<file path="config.mk">
export PLATFORM = sky130hd
export DESIGN_NAME = ga_parent_selection_core
export DESIGN_NICKNAME = d
export VERILOG_FILES = /design/src/sv/gaps_pkg.sv /design/src/sv/gaps_ram.sv /design/src/sv/gaps_ctrl.sv /design/src/sv/gaps_dp.sv /design/src/sv/ga_parent_selection_core.sv
export SDC_FILE = /design/constraint.sdc
export NUM_CORES = 2
export LEC_CHECK = 0
export BUFFER_PORTS_ARGS = -buffer_cell sky130_fd_sc_hd__clkbuf_2
export CAP_MARGIN = 10
export CORE_ASPECT_RATIO = 2
export CORE_MARGIN = 5
export CORE_UTILIZATION = 55
export CTS_BUF_LIST = sky130_fd_sc_hd__clkbuf_4 sky130_fd_sc_hd__clkbuf_8
export CTS_CLUSTER_SIZE = 10
export DETAILED_ROUTE_END_ITERATION = 6
export PLACE_DENSITY = 0.71
export SKIP_CTS_REPAIR_TIMING = 1
export SYNTH_ARGS = -nofsm -noshare
export SYNTH_HDL_FRONTEND = slang
export SYNTH_HIERARCHICAL = 1
export SYNTH_SLANG_ARGS = --single-unit
</file>
<file path="constraint.sdc">
create_clock -name i_clk -period 11.79 [get_ports i_clk]
set_input_delay 0.5895 -clock i_clk [delete_from_list [all_inputs] [get_ports i_clk]]
set_output_delay 0.5895 -clock i_clk [all_outputs]
set_load 0.05 [all_outputs]
</file>
<file path="src/sv/gaps_pkg.sv">
// Shared constants, field layout and controller/datapath interface types for parent selection.
package gaps_pkg;

    // Fixed field widths
    localparam int CNT_W      = 7;
    localparam int IDX_W      = 6;
    localparam int FIT_W      = 32;
    localparam int FRAC_W     = 16;
    localparam int CFG_IDX_W  = 2;
    localparam int CFG_DATA_W = 7;

    // Stream payload layout
    localparam int IN_TDATA_W  = 64;
    localparam int OUT_TDATA_W = 8;
    localparam int ENTRY_LSB   = 0;
    localparam int FIT_LSB     = ENTRY_LSB + IDX_W;
    localparam int FRAC_LSB    = FIT_LSB + FIT_W;
    localparam int RAND_LSB    = FRAC_LSB + FRAC_W;

    // Stop-point multiply, one digit of the fraction per cycle
    localparam int DIGIT_W    = 4;
    localparam int MUL_DIGITS = FRAC_W / DIGIT_W;
    localparam int MUL_CNT_W  = $clog2(MUL_DIGITS);

    localparam logic FUNC_WRITE      = 1'b0;
    localparam logic FUNC_DRAW       = 1'b1;
    localparam logic MODE_ROULETTE   = 1'b0;
    localparam logic MODE_TOURNAMENT = 1'b1;

    localparam logic [CFG_IDX_W-1:0] CFG_MODE      = 2'd0;
    localparam logic [CFG_IDX_W-1:0] CFG_POP_SIZE  = 2'd1;
    localparam logic [CFG_IDX_W-1:0] CFG_TOUR_SIZE = 2'd2;

    localparam logic [CNT_W-1:0] POP_SIZE_RESET  = 7'd64;
    localparam logic [CNT_W-1:0] TOUR_SIZE_RESET = 7'd2;
    localparam logic [CNT_W-1:0] POP_MIN         = 7'd2;
    localparam logic [CNT_W-1:0] PARENT_SPAN     = 7'd64;

    typedef struct packed {
        logic load_in;
        logic write_entry;
        logic rd_last;
        logic rd_zero;
        logic rd_cand;
        logic issue;
        logic cap_last;
        logic clr_total;
        logic walk_clr;
        logic acc_sum;
        logic total_done;
        logic mul_step;
        logic acc_walk;
        logic tour_init;
        logic tour_cmp;
        logic push;
    } t_gaps_cmd;

    typedef struct packed {
        logic func;
        logic mode;
        logic stale;
        logic tour_first;
        logic tour_done;
        logic issue_last;
        logic mul_last;
        logic out_busy;
    } t_gaps_status;

endpackage

</file>
<file path="src/sv/gaps_ram.sv">
// Generic single-write, single-read RAM with registered read data.
module gaps_ram #(
    parameter int WIDTH = 32,
    parameter int DEPTH = 64,
    localparam int AW = (DEPTH > 1) ? $clog2(DEPTH) : 1
) (
    input  logic             i_clk,
    input  logic             i_we,
    input  logic [AW-1:0]    i_waddr,
    input  logic [WIDTH-1:0] i_wdata,
    input  logic [AW-1:0]    i_raddr,
    output logic [WIDTH-1:0] o_rdata
);

    logic [WIDTH-1:0] r_mem [DEPTH];
    logic [WIDTH-1:0] r_rdata;

    always_ff @(posedge i_clk) begin
        if (i_we) begin
            r_mem[i_waddr] <= i_wdata;
        end
        r_rdata <= r_mem[i_raddr];
    end

    assign o_rdata = r_rdata;

endmodule

</file>
<file path="src/sv/gaps_ctrl.sv">
// Sequencing state machine for writes, roulette draws and tournament draws.
module gaps_ctrl import gaps_pkg::*; (
    input  logic         i_clk,
    input  logic         i_rst_n,
    input  logic         i_in_valid,
    input  t_gaps_status i_status,
    output logic         o_in_ready,
    output t_gaps_cmd    o_cmd
);

    localparam logic [3:0] ST_IDLE     = 4'd0;
    localparam logic [3:0] ST_DECODE   = 4'd1;
    localparam logic [3:0] ST_LAST     = 4'd2;
    localparam logic [3:0] ST_SUM      = 4'd3;
    localparam logic [3:0] ST_SUM_END  = 4'd4;
    localparam logic [3:0] ST_MUL      = 4'd5;
    localparam logic [3:0] ST_WALK     = 4'd6;
    localparam logic [3:0] ST_WALK_END = 4'd7;
    localparam logic [3:0] ST_T_INIT   = 4'd8;
    localparam logic [3:0] ST_T_CMP    = 4'd9;
    localparam logic [3:0] ST_RESULT   = 4'd10;

    logic [3:0] r_state;
    logic [3:0] n_state;

    always_ff @(posedge i_clk) begin
        if (!i_rst_n) begin
            r_state <= ST_IDLE;
        end else begin
            r_state <= n_state;
        end
    end

    always_comb begin
        n_state    = r_state;
        o_cmd      = '0;
        o_in_ready = 1'b0;
        unique case (r_state)
            ST_IDLE: begin
                o_in_ready = 1'b1;
                if (i_in_valid) begin
                    o_cmd.load_in = 1'b1;
                    n_state       = ST_DECODE;
                end
            end
            ST_DECODE: begin
                if (i_status.func == FUNC_WRITE) begin
                    o_cmd.write_entry = 1'b1;
                    n_state           = ST_IDLE;
                end else if (i_status.mode == MODE_ROULETTE) begin
                    o_cmd.rd_last = 1'b1;
                    n_state       = ST_LAST;
                end else if (i_status.tour_first) begin
                    o_cmd.rd_zero = 1'b1;
                    n_state       = ST_T_INIT;
                end else begin
                    o_cmd.rd_cand = 1'b1;
                    n_state       = ST_T_CMP;
                end
            end
            ST_LAST: begin
                o_cmd.cap_last  = 1'b1;
                o_cmd.walk_clr  = 1'b1;
                o_cmd.clr_total = i_status.stale;
                n_state         = i_status.stale ? ST_SUM : ST_MUL;
            end
            ST_SUM: begin
                o_cmd.issue   = 1'b1;
                o_cmd.acc_sum = 1'b1;
                if (i_status.issue_last) begin
                    n_state = ST_SUM_END;
                end
            end
            ST_SUM_END: begin
                o_cmd.acc_sum    = 1'b1;
                o_cmd.total_done = 1'b1;
                o_cmd.walk_clr   = 1'b1;
                n_state          = ST_MUL;
            end
            ST_MUL: begin
                o_cmd.mul_step = 1'b1;
                if (i_status.mul_last) begin
                    n_state = ST_WALK;
                end
            end
            ST_WALK: begin
                o_cmd.issue    = 1'b1;
                o_cmd.acc_walk = 1'b1;
                if (i_status.issue_last) begin
                    n_state = ST_WALK_END;
                end
            end
            ST_WALK_END: begin
                o_cmd.acc_walk = 1'b1;
                n_state        = ST_RESULT;
            end
            ST_T_INIT: begin
                o_cmd.tour_init = 1'b1;
                o_cmd.rd_cand   = 1'b1;
                n_state         = ST_T_CMP;
            end
            ST_T_CMP: begin
                o_cmd.tour_cmp = 1'b1;
                n_state        = i_status.tour_done ? ST_RESULT : ST_IDLE;
            end
            ST_RESULT: begin
                // hold until the output register can take the result
                if (!i_status.out_busy) begin
                    o_cmd.push = 1'b1;
                    n_state    = ST_IDLE;
                end
            end
            default: begin
                n_state = ST_IDLE;
            end
        endcase
    end

    a_result_is_draw: assert property (@(posedge i_clk) disable iff (!i_rst_n)
        (r_state == ST_RESULT) |-> (i_status.func == FUNC_DRAW))
        else $error("result stage reached for a write request");

    a_walk_total_fresh: assert property (@(posedge i_clk) disable iff (!i_rst_n)
        (r_state == ST_WALK) |-> !i_status.stale)
        else $error("roulette walk started on a stale total");

    a_sum_clears_stale: assert property (@(posedge i_clk) disable iff (!i_rst_n)
        (r_state == ST_SUM_END) |=> !i_status.stale)
        else $error("total rebuild did not clear the stale flag");

endmodule

</file>
<file path="src/sv/gaps_dp.sv">
// Datapath: fitness table, roulette total and walk, tournament tracking, pair logic, output register.
module gaps_dp import gaps_pkg::*; #(
    parameter int POP_DEPTH    = 64,
    parameter int FITNESS_BITS = 32
) (
    input  logic                   i_clk,
    input  logic                   i_rst_n,
    input  logic                   i_cfg_we,
    input  logic [CFG_IDX_W-1:0]   i_cfg_index,
    input  logic [CFG_DATA_W-1:0]  i_cfg_data,
    input  logic [IN_TDATA_W-1:0]  i_in_data,
    input  logic                   i_in_user,
    input  t_gaps_cmd              i_cmd,
    output t_gaps_status           o_status,
    input  logic                   i_out_ready,
    output logic                   o_out_valid,
    output logic [OUT_TDATA_W-1:0] o_out_data,
    output logic                   o_out_user
);

    localparam int IW = $clog2(POP_DEPTH);
    localparam int DW = FITNESS_BITS + 1;
    localparam int TW = FITNESS_BITS + 8;
    localparam int SW = TW + 1;
    localparam int PW = TW + FRAC_W + 1;

    // Configuration
    logic                 r_mode;
    logic [CNT_W-1:0]     r_pop;
    logic [CNT_W-1:0]     r_tour;

    // Captured request
    logic                 r_func;
    logic [IDX_W-1:0]     r_entry;
    logic [FIT_W-1:0]     r_fit;
    logic [FRAC_W-1:0]    r_frac;
    logic [IDX_W-1:0]     r_rand;

    // Table walk
    logic [CNT_W-1:0]        r_idx;
    logic                    r_rv;
    logic [CNT_W-1:0]        r_rv_idx;
    logic signed [FITNESS_BITS-1:0] r_last;
    logic signed [TW-1:0]    r_total;
    logic                    r_stale;
    logic signed [TW-1:0]    r_cum;
    logic                    r_found;
    logic [CNT_W-1:0]        r_found_idx;
    logic [MUL_CNT_W-1:0]    r_mul_cnt;
    logic signed [PW-1:0]    r_prod;

    // Tournament
    logic [CNT_W-1:0]        r_tcount;
    logic [CNT_W-1:0]        r_best_idx;
    logic signed [FITNESS_BITS-1:0] r_best_fit;

    // Pairing and output
    logic                    r_phase;
    logic [IDX_W-1:0]        r_first;
    logic                    r_out_valid;
    logic [IDX_W-1:0]        r_out_idx;
    logic                    r_out_second;

    logic [CNT_W-1:0]        w_n;
    logic [CNT_W-1:0]        w_n_m1;
    logic [CNT_W-1:0]        w_cand;
    logic [CNT_W-1:0]        w_need;
    logic [CNT_W-1:0]        w_tcount_inc;
    logic [IW-1:0]           w_raddr;
    logic                    w_we;
    logic [63:0]             w_fit_wide;
    logic signed [FITNESS_BITS-1:0] w_rdata;
    logic signed [DW-1:0]    w_term;
    logic signed [TW-1:0]    w_sum_next;
    logic signed [TW-1:0]    w_cum_next;
    logic signed [SW-1:0]    w_stop;
    logic                    w_hit;
    logic [FRAC_W-1:0]       w_frac_sh;
    logic [DIGIT_W-1:0]      w_digit;
    logic signed [TW+DIGIT_W:0] w_pp;
    logic [CNT_W-1:0]        w_pick;
    logic [CNT_W-1:0]        w_pick2;

    always_ff @(posedge i_clk) begin
        if (!i_rst_n) begin
            r_mode <= MODE_ROULETTE;
            r_pop  <= POP_SIZE_RESET;
            r_tour <= TOUR_SIZE_RESET;
        end else if (i_cfg_we) begin
            unique case (i_cfg_index)
                CFG_MODE:      r_mode <= i_cfg_data[0];
                CFG_POP_SIZE:  r_pop  <= i_cfg_data;
                CFG_TOUR_SIZE: r_tour <= i_cfg_data;
                default: ;
            endcase
        end
    end

    // Entries in use, clamped to [2, POP_DEPTH]
    always_comb begin
        if (r_pop < POP_MIN) begin
            w_n = POP_MIN;
        end else if (int'(r_pop) > POP_DEPTH) begin
            w_n = CNT_W'(POP_DEPTH);
        end else begin
            w_n = r_pop;
        end
    end
    assign w_n_m1 = w_n - CNT_W'(1);

    always_ff @(posedge i_clk) begin
        if (i_cmd.load_in) begin
            r_func  <= i_in_user;
            r_entry <= i_in_data[ENTRY_LSB +: IDX_W];
            r_fit   <= i_in_data[FIT_LSB +: FIT_W];
            r_frac  <= i_in_data[FRAC_LSB +: FRAC_W];
            r_rand  <= i_in_data[RAND_LSB +: IDX_W];
        end
    end

    assign w_cand = (CNT_W'(r_rand) >= w_n) ? w_n_m1 : CNT_W'(r_rand);

    always_comb begin
        priority if (i_cmd.rd_last) begin
            w_raddr = IW'(w_n_m1);
        end else if (i_cmd.rd_zero) begin
            w_raddr = '0;
        end else if (i_cmd.rd_cand) begin
            w_raddr = IW'(w_cand);
        end else begin
            w_raddr = IW'(r_idx);
        end
    end

    assign w_we       = i_cmd.write_entry && (int'(r_entry) < POP_DEPTH);
    assign w_fit_wide = 64'(r_fit);

    gaps_ram #(
        .WIDTH (FITNESS_BITS),
        .DEPTH (POP_DEPTH)
    ) u_table (
        .i_clk   (i_clk),
        .i_we    (w_we),
        .i_waddr (IW'(r_entry)),
        .i_wdata (w_fit_wide[FITNESS_BITS-1:0]),
        .i_raddr (w_raddr),
        .o_rdata (w_rdata)
    );

    // Slot weight of the entry arriving from the table: last - f[i]
    assign w_term     = DW'(r_last) - DW'(w_rdata);
    assign w_sum_next = r_total + TW'(w_term);
    assign w_cum_next = r_cum + TW'(w_term);
    assign w_stop     = r_prod[PW-1:FRAC_W];
    assign w_hit      = SW'(w_cum_next) > w_stop;

    assign w_frac_sh = r_frac << (DIGIT_W * r_mul_cnt);
    assign w_digit   = w_frac_sh[FRAC_W-1 -: DIGIT_W];
    assign w_pp      = r_total * $signed({1'b0, w_digit});

    always_ff @(posedge i_clk) begin
        if (!i_rst_n) begin
            r_stale <= 1'b1;
            r_rv    <= 1'b0;
            r_found <= 1'b0;
        end else begin
            r_rv <= i_cmd.issue;
            if (w_we || (i_cfg_we && i_cfg_index == CFG_POP_SIZE)) begin
                r_stale <= 1'b1;
            end else if (i_cmd.total_done) begin
                r_stale <= 1'b0;
            end
            if (i_cmd.walk_clr) begin
                r_found <= 1'b0;
            end else if (i_cmd.acc_walk && r_rv && !r_found && w_hit) begin
                r_found <= 1'b1;
            end
        end
    end

    always_ff @(posedge i_clk) begin
        r_rv_idx <= r_idx;
        if (i_cmd.cap_last) begin
            r_last <= w_rdata;
        end
        if (i_cmd.walk_clr) begin
            r_idx     <= '0;
            r_cum     <= '0;
            r_mul_cnt <= '0;
            r_prod    <= '0;
        end else begin
            if (i_cmd.issue) begin
                r_idx <= r_idx + CNT_W'(1);
            end
            if (i_cmd.mul_step) begin
                // most significant digit first
                r_prod    <= (r_prod <<< DIGIT_W) + PW'(w_pp);
                r_mul_cnt <= r_mul_cnt + MUL_CNT_W'(1);
            end
            if (i_cmd.acc_walk && r_rv && !r_found) begin
                r_cum <= w_cum_next;
                if (w_hit) begin
                    r_found_idx <= r_rv_idx;
                end
            end
        end
        if (i_cmd.clr_total) begin
            r_total <= '0;
        end else if (i_cmd.acc_sum && r_rv) begin
            r_total <= w_sum_next;
        end
    end

    // Tournament: entry 0 is the incumbent, strictly lower fitness wins
    assign w_need       = (r_tour == '0) ? CNT_W'(1) : r_tour;
    assign w_tcount_inc = r_tcount + CNT_W'(1);

    always_ff @(posedge i_clk) begin
        if (!i_rst_n) begin
            r_tcount <= '0;
        end else if (i_cmd.tour_cmp) begin
            r_tcount <= (w_tcount_inc >= w_need) ? '0 : w_tcount_inc;
        end
    end

    always_ff @(posedge i_clk) begin
        if (i_cmd.tour_init) begin
            r_best_idx <= '0;
            r_best_fit <= w_rdata;
        end else if (i_cmd.tour_cmp && (w_rdata < r_best_fit)) begin
            r_best_idx <= w_cand;
            r_best_fit <= w_rdata;
        end
    end

    // Pair handling: second parent steps off the first
    assign w_pick = (r_mode == MODE_TOURNAMENT) ? r_best_idx :
                    (r_found ? r_found_idx : '0);

    always_comb begin
        w_pick2 = w_pick;
        if (w_pick == CNT_W'(r_first)) begin
            if (CNT_W'(r_first) != w_n_m1) begin
                w_pick2 = CNT_W'(r_first) + CNT_W'(1);
            end else begin
                w_pick2 = CNT_W'(r_first) - CNT_W'(1);
            end
        end
    end

    always_ff @(posedge i_clk) begin
        if (!i_rst_n) begin
            r_phase     <= 1'b0;
            r_first     <= '0;
            r_out_valid <= 1'b0;
        end else if (i_cmd.push) begin
            r_out_valid <= 1'b1;
            r_phase     <= !r_phase;
            if (!r_phase) begin
                r_first <= w_pick[IDX_W-1:0];
            end
        end else if (i_out_ready) begin
            r_out_valid <= 1'b0;
        end
    end

    always_ff @(posedge i_clk) begin
        if (i_cmd.push) begin
            r_out_idx    <= r_phase ? w_pick2[IDX_W-1:0] : w_pick[IDX_W-1:0];
            r_out_second <= r_phase;
        end
    end

    assign o_out_valid = r_out_valid;
    assign o_out_data  = OUT_TDATA_W'(r_out_idx);
    assign o_out_user  = r_out_second;

    assign o_status.func       = r_func;
    assign o_status.mode       = r_mode;
    assign o_status.stale      = r_stale;
    assign o_status.tour_first = (r_tcount == '0);
    assign o_status.tour_done  = (w_tcount_inc >= w_need);
    assign o_status.issue_last = (r_idx == w_n_m1);
    assign o_status.mul_last   = (r_mul_cnt == MUL_CNT_W'(MUL_DIGITS - 1));
    assign o_status.out_busy   = r_out_valid && !i_out_ready;

    a_push_when_free: assert property (@(posedge i_clk) disable iff (!i_rst_n)
        i_cmd.push |-> !(r_out_valid && !i_out_ready))
        else $error("result pushed over an unaccepted result");

    a_roulette_in_range: assert property (@(posedge i_clk) disable iff (!i_rst_n)
        (i_cmd.push && r_mode == MODE_ROULETTE && r_found) |-> (r_found_idx < w_n))
        else $error("roulette pick beyond entries in use");

    a_pair_distinct: assert property (@(posedge i_clk) disable iff (!i_rst_n)
        (i_cmd.push && r_phase && w_n <= PARENT_SPAN) |=> (r_out_idx != r_first))
        else $error("second parent equals first parent");

endmodule

</file>
<file path="src/sv/ga_parent_selection_core.sv">
// Parent selection core for a genetic algorithm: roulette wheel or tournament over a fitness table.
//
// Input requests arrive on s_axis; s_axis_tuser selects a table write (0) or a draw (1).
// Results leave on m_axis as a parent index with a flag in m_axis_tuser marking the second
// parent of a pair. Writes and incomplete tournament draws produce no result.
// Configuration (mode, pop_size, tournament_size) is written through i_cfg_* while idle.
// One request is processed at a time; s_axis_tready is high only between requests.
// Request kinds: table write; tournament draw; roulette draw with the total current,
// which walks the table with one table read per cycle; roulette draw after a write or
// pop_size change, where the total is rebuilt first by a second pass over the table.
// The table memory has one read port, which bounds the walk to one entry per cycle.
// The result sits in an output register; while m_axis_tready is low the core finishes
// the next request up to its result and then holds.
// Reset clears the pair phase, tournament progress and configuration (roulette, 64, 2);
// table contents are undefined until written.
module ga_parent_selection_core import gaps_pkg::*; #(
    parameter int POP_DEPTH    = 64,
    parameter int FITNESS_BITS = 32
) (
    input  logic                   i_clk,
    input  logic                   i_rst_n,
    input  logic                   i_cfg_we,
    input  logic [CFG_IDX_W-1:0]   i_cfg_index,
    input  logic [CFG_DATA_W-1:0]  i_cfg_data,
    input  logic                   s_axis_tvalid,
    output logic                   s_axis_tready,
    // entry_index[5:0], fitness_value[37:6], rand_fraction[53:38], rand_index[59:54]
    input  logic [IN_TDATA_W-1:0]  s_axis_tdata,
    // func[0]
    input  logic [0:0]             s_axis_tuser,
    output logic                   m_axis_tvalid,
    input  logic                   m_axis_tready,
    // parent_index[5:0]
    output logic [OUT_TDATA_W-1:0] m_axis_tdata,
    // second_of_pair[0]
    output logic [0:0]             m_axis_tuser
);

    t_gaps_cmd    w_cmd;
    t_gaps_status w_status;

    gaps_ctrl u_ctrl (
        .i_clk      (i_clk),
        .i_rst_n    (i_rst_n),
        .i_in_valid (s_axis_tvalid),
        .i_status   (w_status),
        .o_in_ready (s_axis_tready),
        .o_cmd      (w_cmd)
    );

    gaps_dp #(
        .POP_DEPTH    (POP_DEPTH),
        .FITNESS_BITS (FITNESS_BITS)
    ) u_dp (
        .i_clk       (i_clk),
        .i_rst_n     (i_rst_n),
        .i_cfg_we    (i_cfg_we),
        .i_cfg_index (i_cfg_index),
        .i_cfg_data  (i_cfg_data),
        .i_in_data   (s_axis_tdata),
        .i_in_user   (s_axis_tuser[0]),
        .i_cmd       (w_cmd),
        .o_status    (w_status),
        .i_out_ready (m_axis_tready),
        .o_out_valid (m_axis_tvalid),
        .o_out_data  (m_axis_tdata),
        .o_out_user  (m_axis_tuser[0])
    );

endmodule
</file>
==> results_dict.tcl <==
set metrics [dict create \
    outcome "finished, final reports clean" \
    reg2reg_from "u_dp/r_last[0]" \
    wl_mm 279.0 \
    gp_congestion 0.9235 \
    min_from "i_cfg_index[0]" \
    ant_nets 0 \
    setup_tns_ns 0 \
    h-tree-depth 5 \
    tightest_slew_ns 1.258 \
    pin_count 90 \
    grt_pass1_wl_mm 402.3 \
    drc 0 \
    seq_area_frac_synth 0.6619 \
    cpPeakStageDelay_ns 0.52 \
    final_nets 7162 \
    routedWlPerCell_um 29.69 \
    fin_crit_sh 0.6644 \
    crit_start "u_dp/r_last[0]" \
    rows 228 \
    drv_slew 0 \
    die_h_um 631.3 \
    leakagePower_nw 40.74 \
    finalClockSkew_ns 0.07012 \
    drt-pass1-iter-count 6 \
    ys.flop_type "edfxtp_1" \
    grt_use_met1 0.2840 \
    synth.ff_latch_count 2416 \
    antenna_found_initial 8 \
    gr-usage-met3 0.03733 \
    critPathMaxFanout 7 \
    critPathKind "reg2reg" \
    crit_buf_inv 1 \
    critPathRequiredTime_ns 12.34 \
    hp-class "in2reg" \
    synth_edf_count 2187 \
    worstPathArrival_ns 8.39 \
    ir_drop_mv 0.1662 \
    yosysWarnings 6 \
    drt-initial-drc-count 5664 \
    hold_viol 0 \
    end_kind "flip-flop" \
    coreArea_mm2 0.1926 \
    busiest_layer "met2" \
    synthDistinctLibCells 89 \
    vias_per_cell 6.289 \
    regArea_mm2 0.07026 \
    die_x_um 320.6 \
    power_density_mw_per_mm2 204.7 \
    die-area_mm2 0.2024 \
    cpMaxStageDelayCell "nor2_1" \
    cap_violations 0 \
    max_freq_ghz 0.1277 \
    grtUsageMet2 0.5067 \
    synthArstFlopShare 0 \
    relSlewSlack 0.1615 \
    clkLatencyLatePin_ns 0.96 \
    area_growth_pct 10.58 \
    grt_max_degree 113 \
    netlist_instances 6259 \
    min_period_ns 7.833 \
    fillers 13810 \
    place_ws_ns 3.988 \
    worst_slack_ns 3.957 \
    first_global_vias 61700 \
    cp-start-kind "flip-flop" \
    start_util 0.5513 \
    multi_input_area_mm2 0.03447 \
    setup_violations 0 \
    cts_tree "done" \
    port_buffers 83 \
    via_count 59100 \
    drive_above_1_share 0.2045 \
    cts_root_buf "clkbuf_8" \
    critical_path.top_delay_family "compound AO/OA/AOI/OAI gates" \
    avgSynthCellArea_um2 16.96 \
    clock_path_buffers 4 \
    cts_made_buffers 337 \
    netlist_area_mm2 0.1061 \
    place_hpwl_mm 175.5 \
    rsz0062_at_grt "no" \
    overflow 0 \
    track_usage 0.2720 \
    cts.clk_slew.worst_paths_ns 0.06 \
    numClockSinks 2416 \
]
[flip-flops by register name, summed over array words and instances (netlist names), 16 cells and up]
name,flops
u_dp/r_frac,16
u_dp/r_total,40
u_dp/u_table/o_rdata,32
u_dp/r_last,32
u_dp/r_fit,32
u_dp/r_prod,57
u_dp/r_cum,40
u_dp/u_table/r_mem,2048
u_dp/r_best_fit,32
[Yosys cell counts (14+ instances only)]
library cell     n  area (um^2)
nand3_1         45        225.2
clkbuf_1       160        600.6
buf_4           29        217.7
nand2b_1        64        400.4
buf_2           62        310.3
ha_1           318         3979
and2_1         169         1057
a21oi_1        303         1516
o21a_1          21        157.7
xnor2_1        129         1130
edfxtp_1      2187        65670
nor3_1          43        215.2
mux2i_1        176         1762
fa_1           149         2983
a22oi_1         22        165.2
mux4_2         548        12340
dfxtp_1        229         4584
nor2b_1         68        425.4
xor2_1          57        499.2
nor2_1         324         1216
nand3b_1        14        105.1
and3_1          27        168.9
a21o_1         116        870.8
o22ai_1         88        550.5
a31oi_1         18        112.6
o21bai_1        28        210.2
o221ai_1        32        280.3
a211oi_1        23        172.7
inv_1          194        728.2
buf_1           25        93.84
o21ai_0         95        475.5
nand4_1         38        237.7
nand2_1        269         1010
[logic make-up (layout without fill, tap and decap cells)]
logic type | Yosys count | count (layout) | share of synthesized area
compound gates | 861 | 861 | 0.05258
xor+xnor | 186 | 186 | 0.01535
fa+ha+maj | 467 | 467 | 0.06558
buf+inv | 475 | 1080 | 0.01891
flops | 2416 | 2416 | 0.6619
mux | 730 | 730 | 0.1335
other cells | 1 | 5 | 0.00003533
simple gates | 1123 | 1123 | 0.05215
[cell type report]
class / instances / share of cell area
multi-input combinational: 3369 / 0.2936
timing repair buffer: 298 / 0.01970
inverter: 194 / 0.006204
sequential: 2416 / 0.5985
tap: 2530 / 0.02697
clock buffer: 443 / 0.04672
clock inverter: 145 / 0.008176
antenna: 3 / 0.00006396
[per-stage QoR]
step	instances	hold WS, ns	power (mW)	utilization	instance area, um^2
floorplan	6260	0.3290	15.42	-	106200
global placement	8739	0.3860	17.67	0.5725	110200
detailed placement	8739	0.3904	17.83	0.5725	110200
CTS	9327	-0.3031	24.16	0.6060	116700
global route	9397	0.02747	25.06	0.6096	117400
finish	9398	0.05436	24.02	0.6096	117400
[metal layers]
metal | vias to the layer above | wire length [um]
met5 | - | 23
met4 | 4 | 22280
met3 | 818 | 17290
met2 | 2666 | 152100
met1 | 30320 | 87310
li1 | 25290 | -
[placed cells by master, fill, tap and decap left out, types with 26 or more instances in the layout]
cell and instances:
nand4_1 38, dlygate4sd3_1 68, nand2_1 268, and3_1 26, o21bai_1 28, clkbuf_4 98
xor2_1 57, ha_1 318, nor2_1 261, clkinv_2 31, edfxtp_1 2187, clkinv_1 86
a21o_1 116, fa_1 149, o21ai_0 92, buf_4 138, mux2i_1 176, mux4_2 548
clkbuf_8 345, dfxtp_1 229, nor2_4 62, a21oi_1 303, and2_1 168, o22ai_1 85
inv_1 194, o221ai_1 32, nand2b_1 64, nor3_1 40, nand3_1 45, clkbuf_2 83
xnor2_1 129, nor2b_1 67
[worst register-to-register path, delay by kind of cell, from the launching register on]
kind	cells	cell delay, ns
AND/OR/NAND/NOR	12	2.24
buffers and inverters	1	0.07
XOR/XNOR	3	0.48
adder cells (fa/ha/maj)	4	1.07
flip-flops	1	0.36
AO/OA/AOI/OAI	11	3.22
[report_power, final]
group | internal, mW | switching (mW)
Clock | 3.24 | 3.12
Combinational | 3.11 | 4.61
Sequential | 9.78 | 0.155
Total | 16.1 | 7.89
[worst paths after layout]
check | end | slack [ns] | cells past startpoint
min | u_dp/r_mode | 0.05 | 4
max reg2reg | u_dp/r_found_idx[6] | 3.96 | 31
max | u_dp/r_found_idx[6] | 3.96 | 31
min reg2reg | u_dp/r_found_idx[4] | 0.40 | 0
No activity file was read; power rests on OpenSTA's default activity.
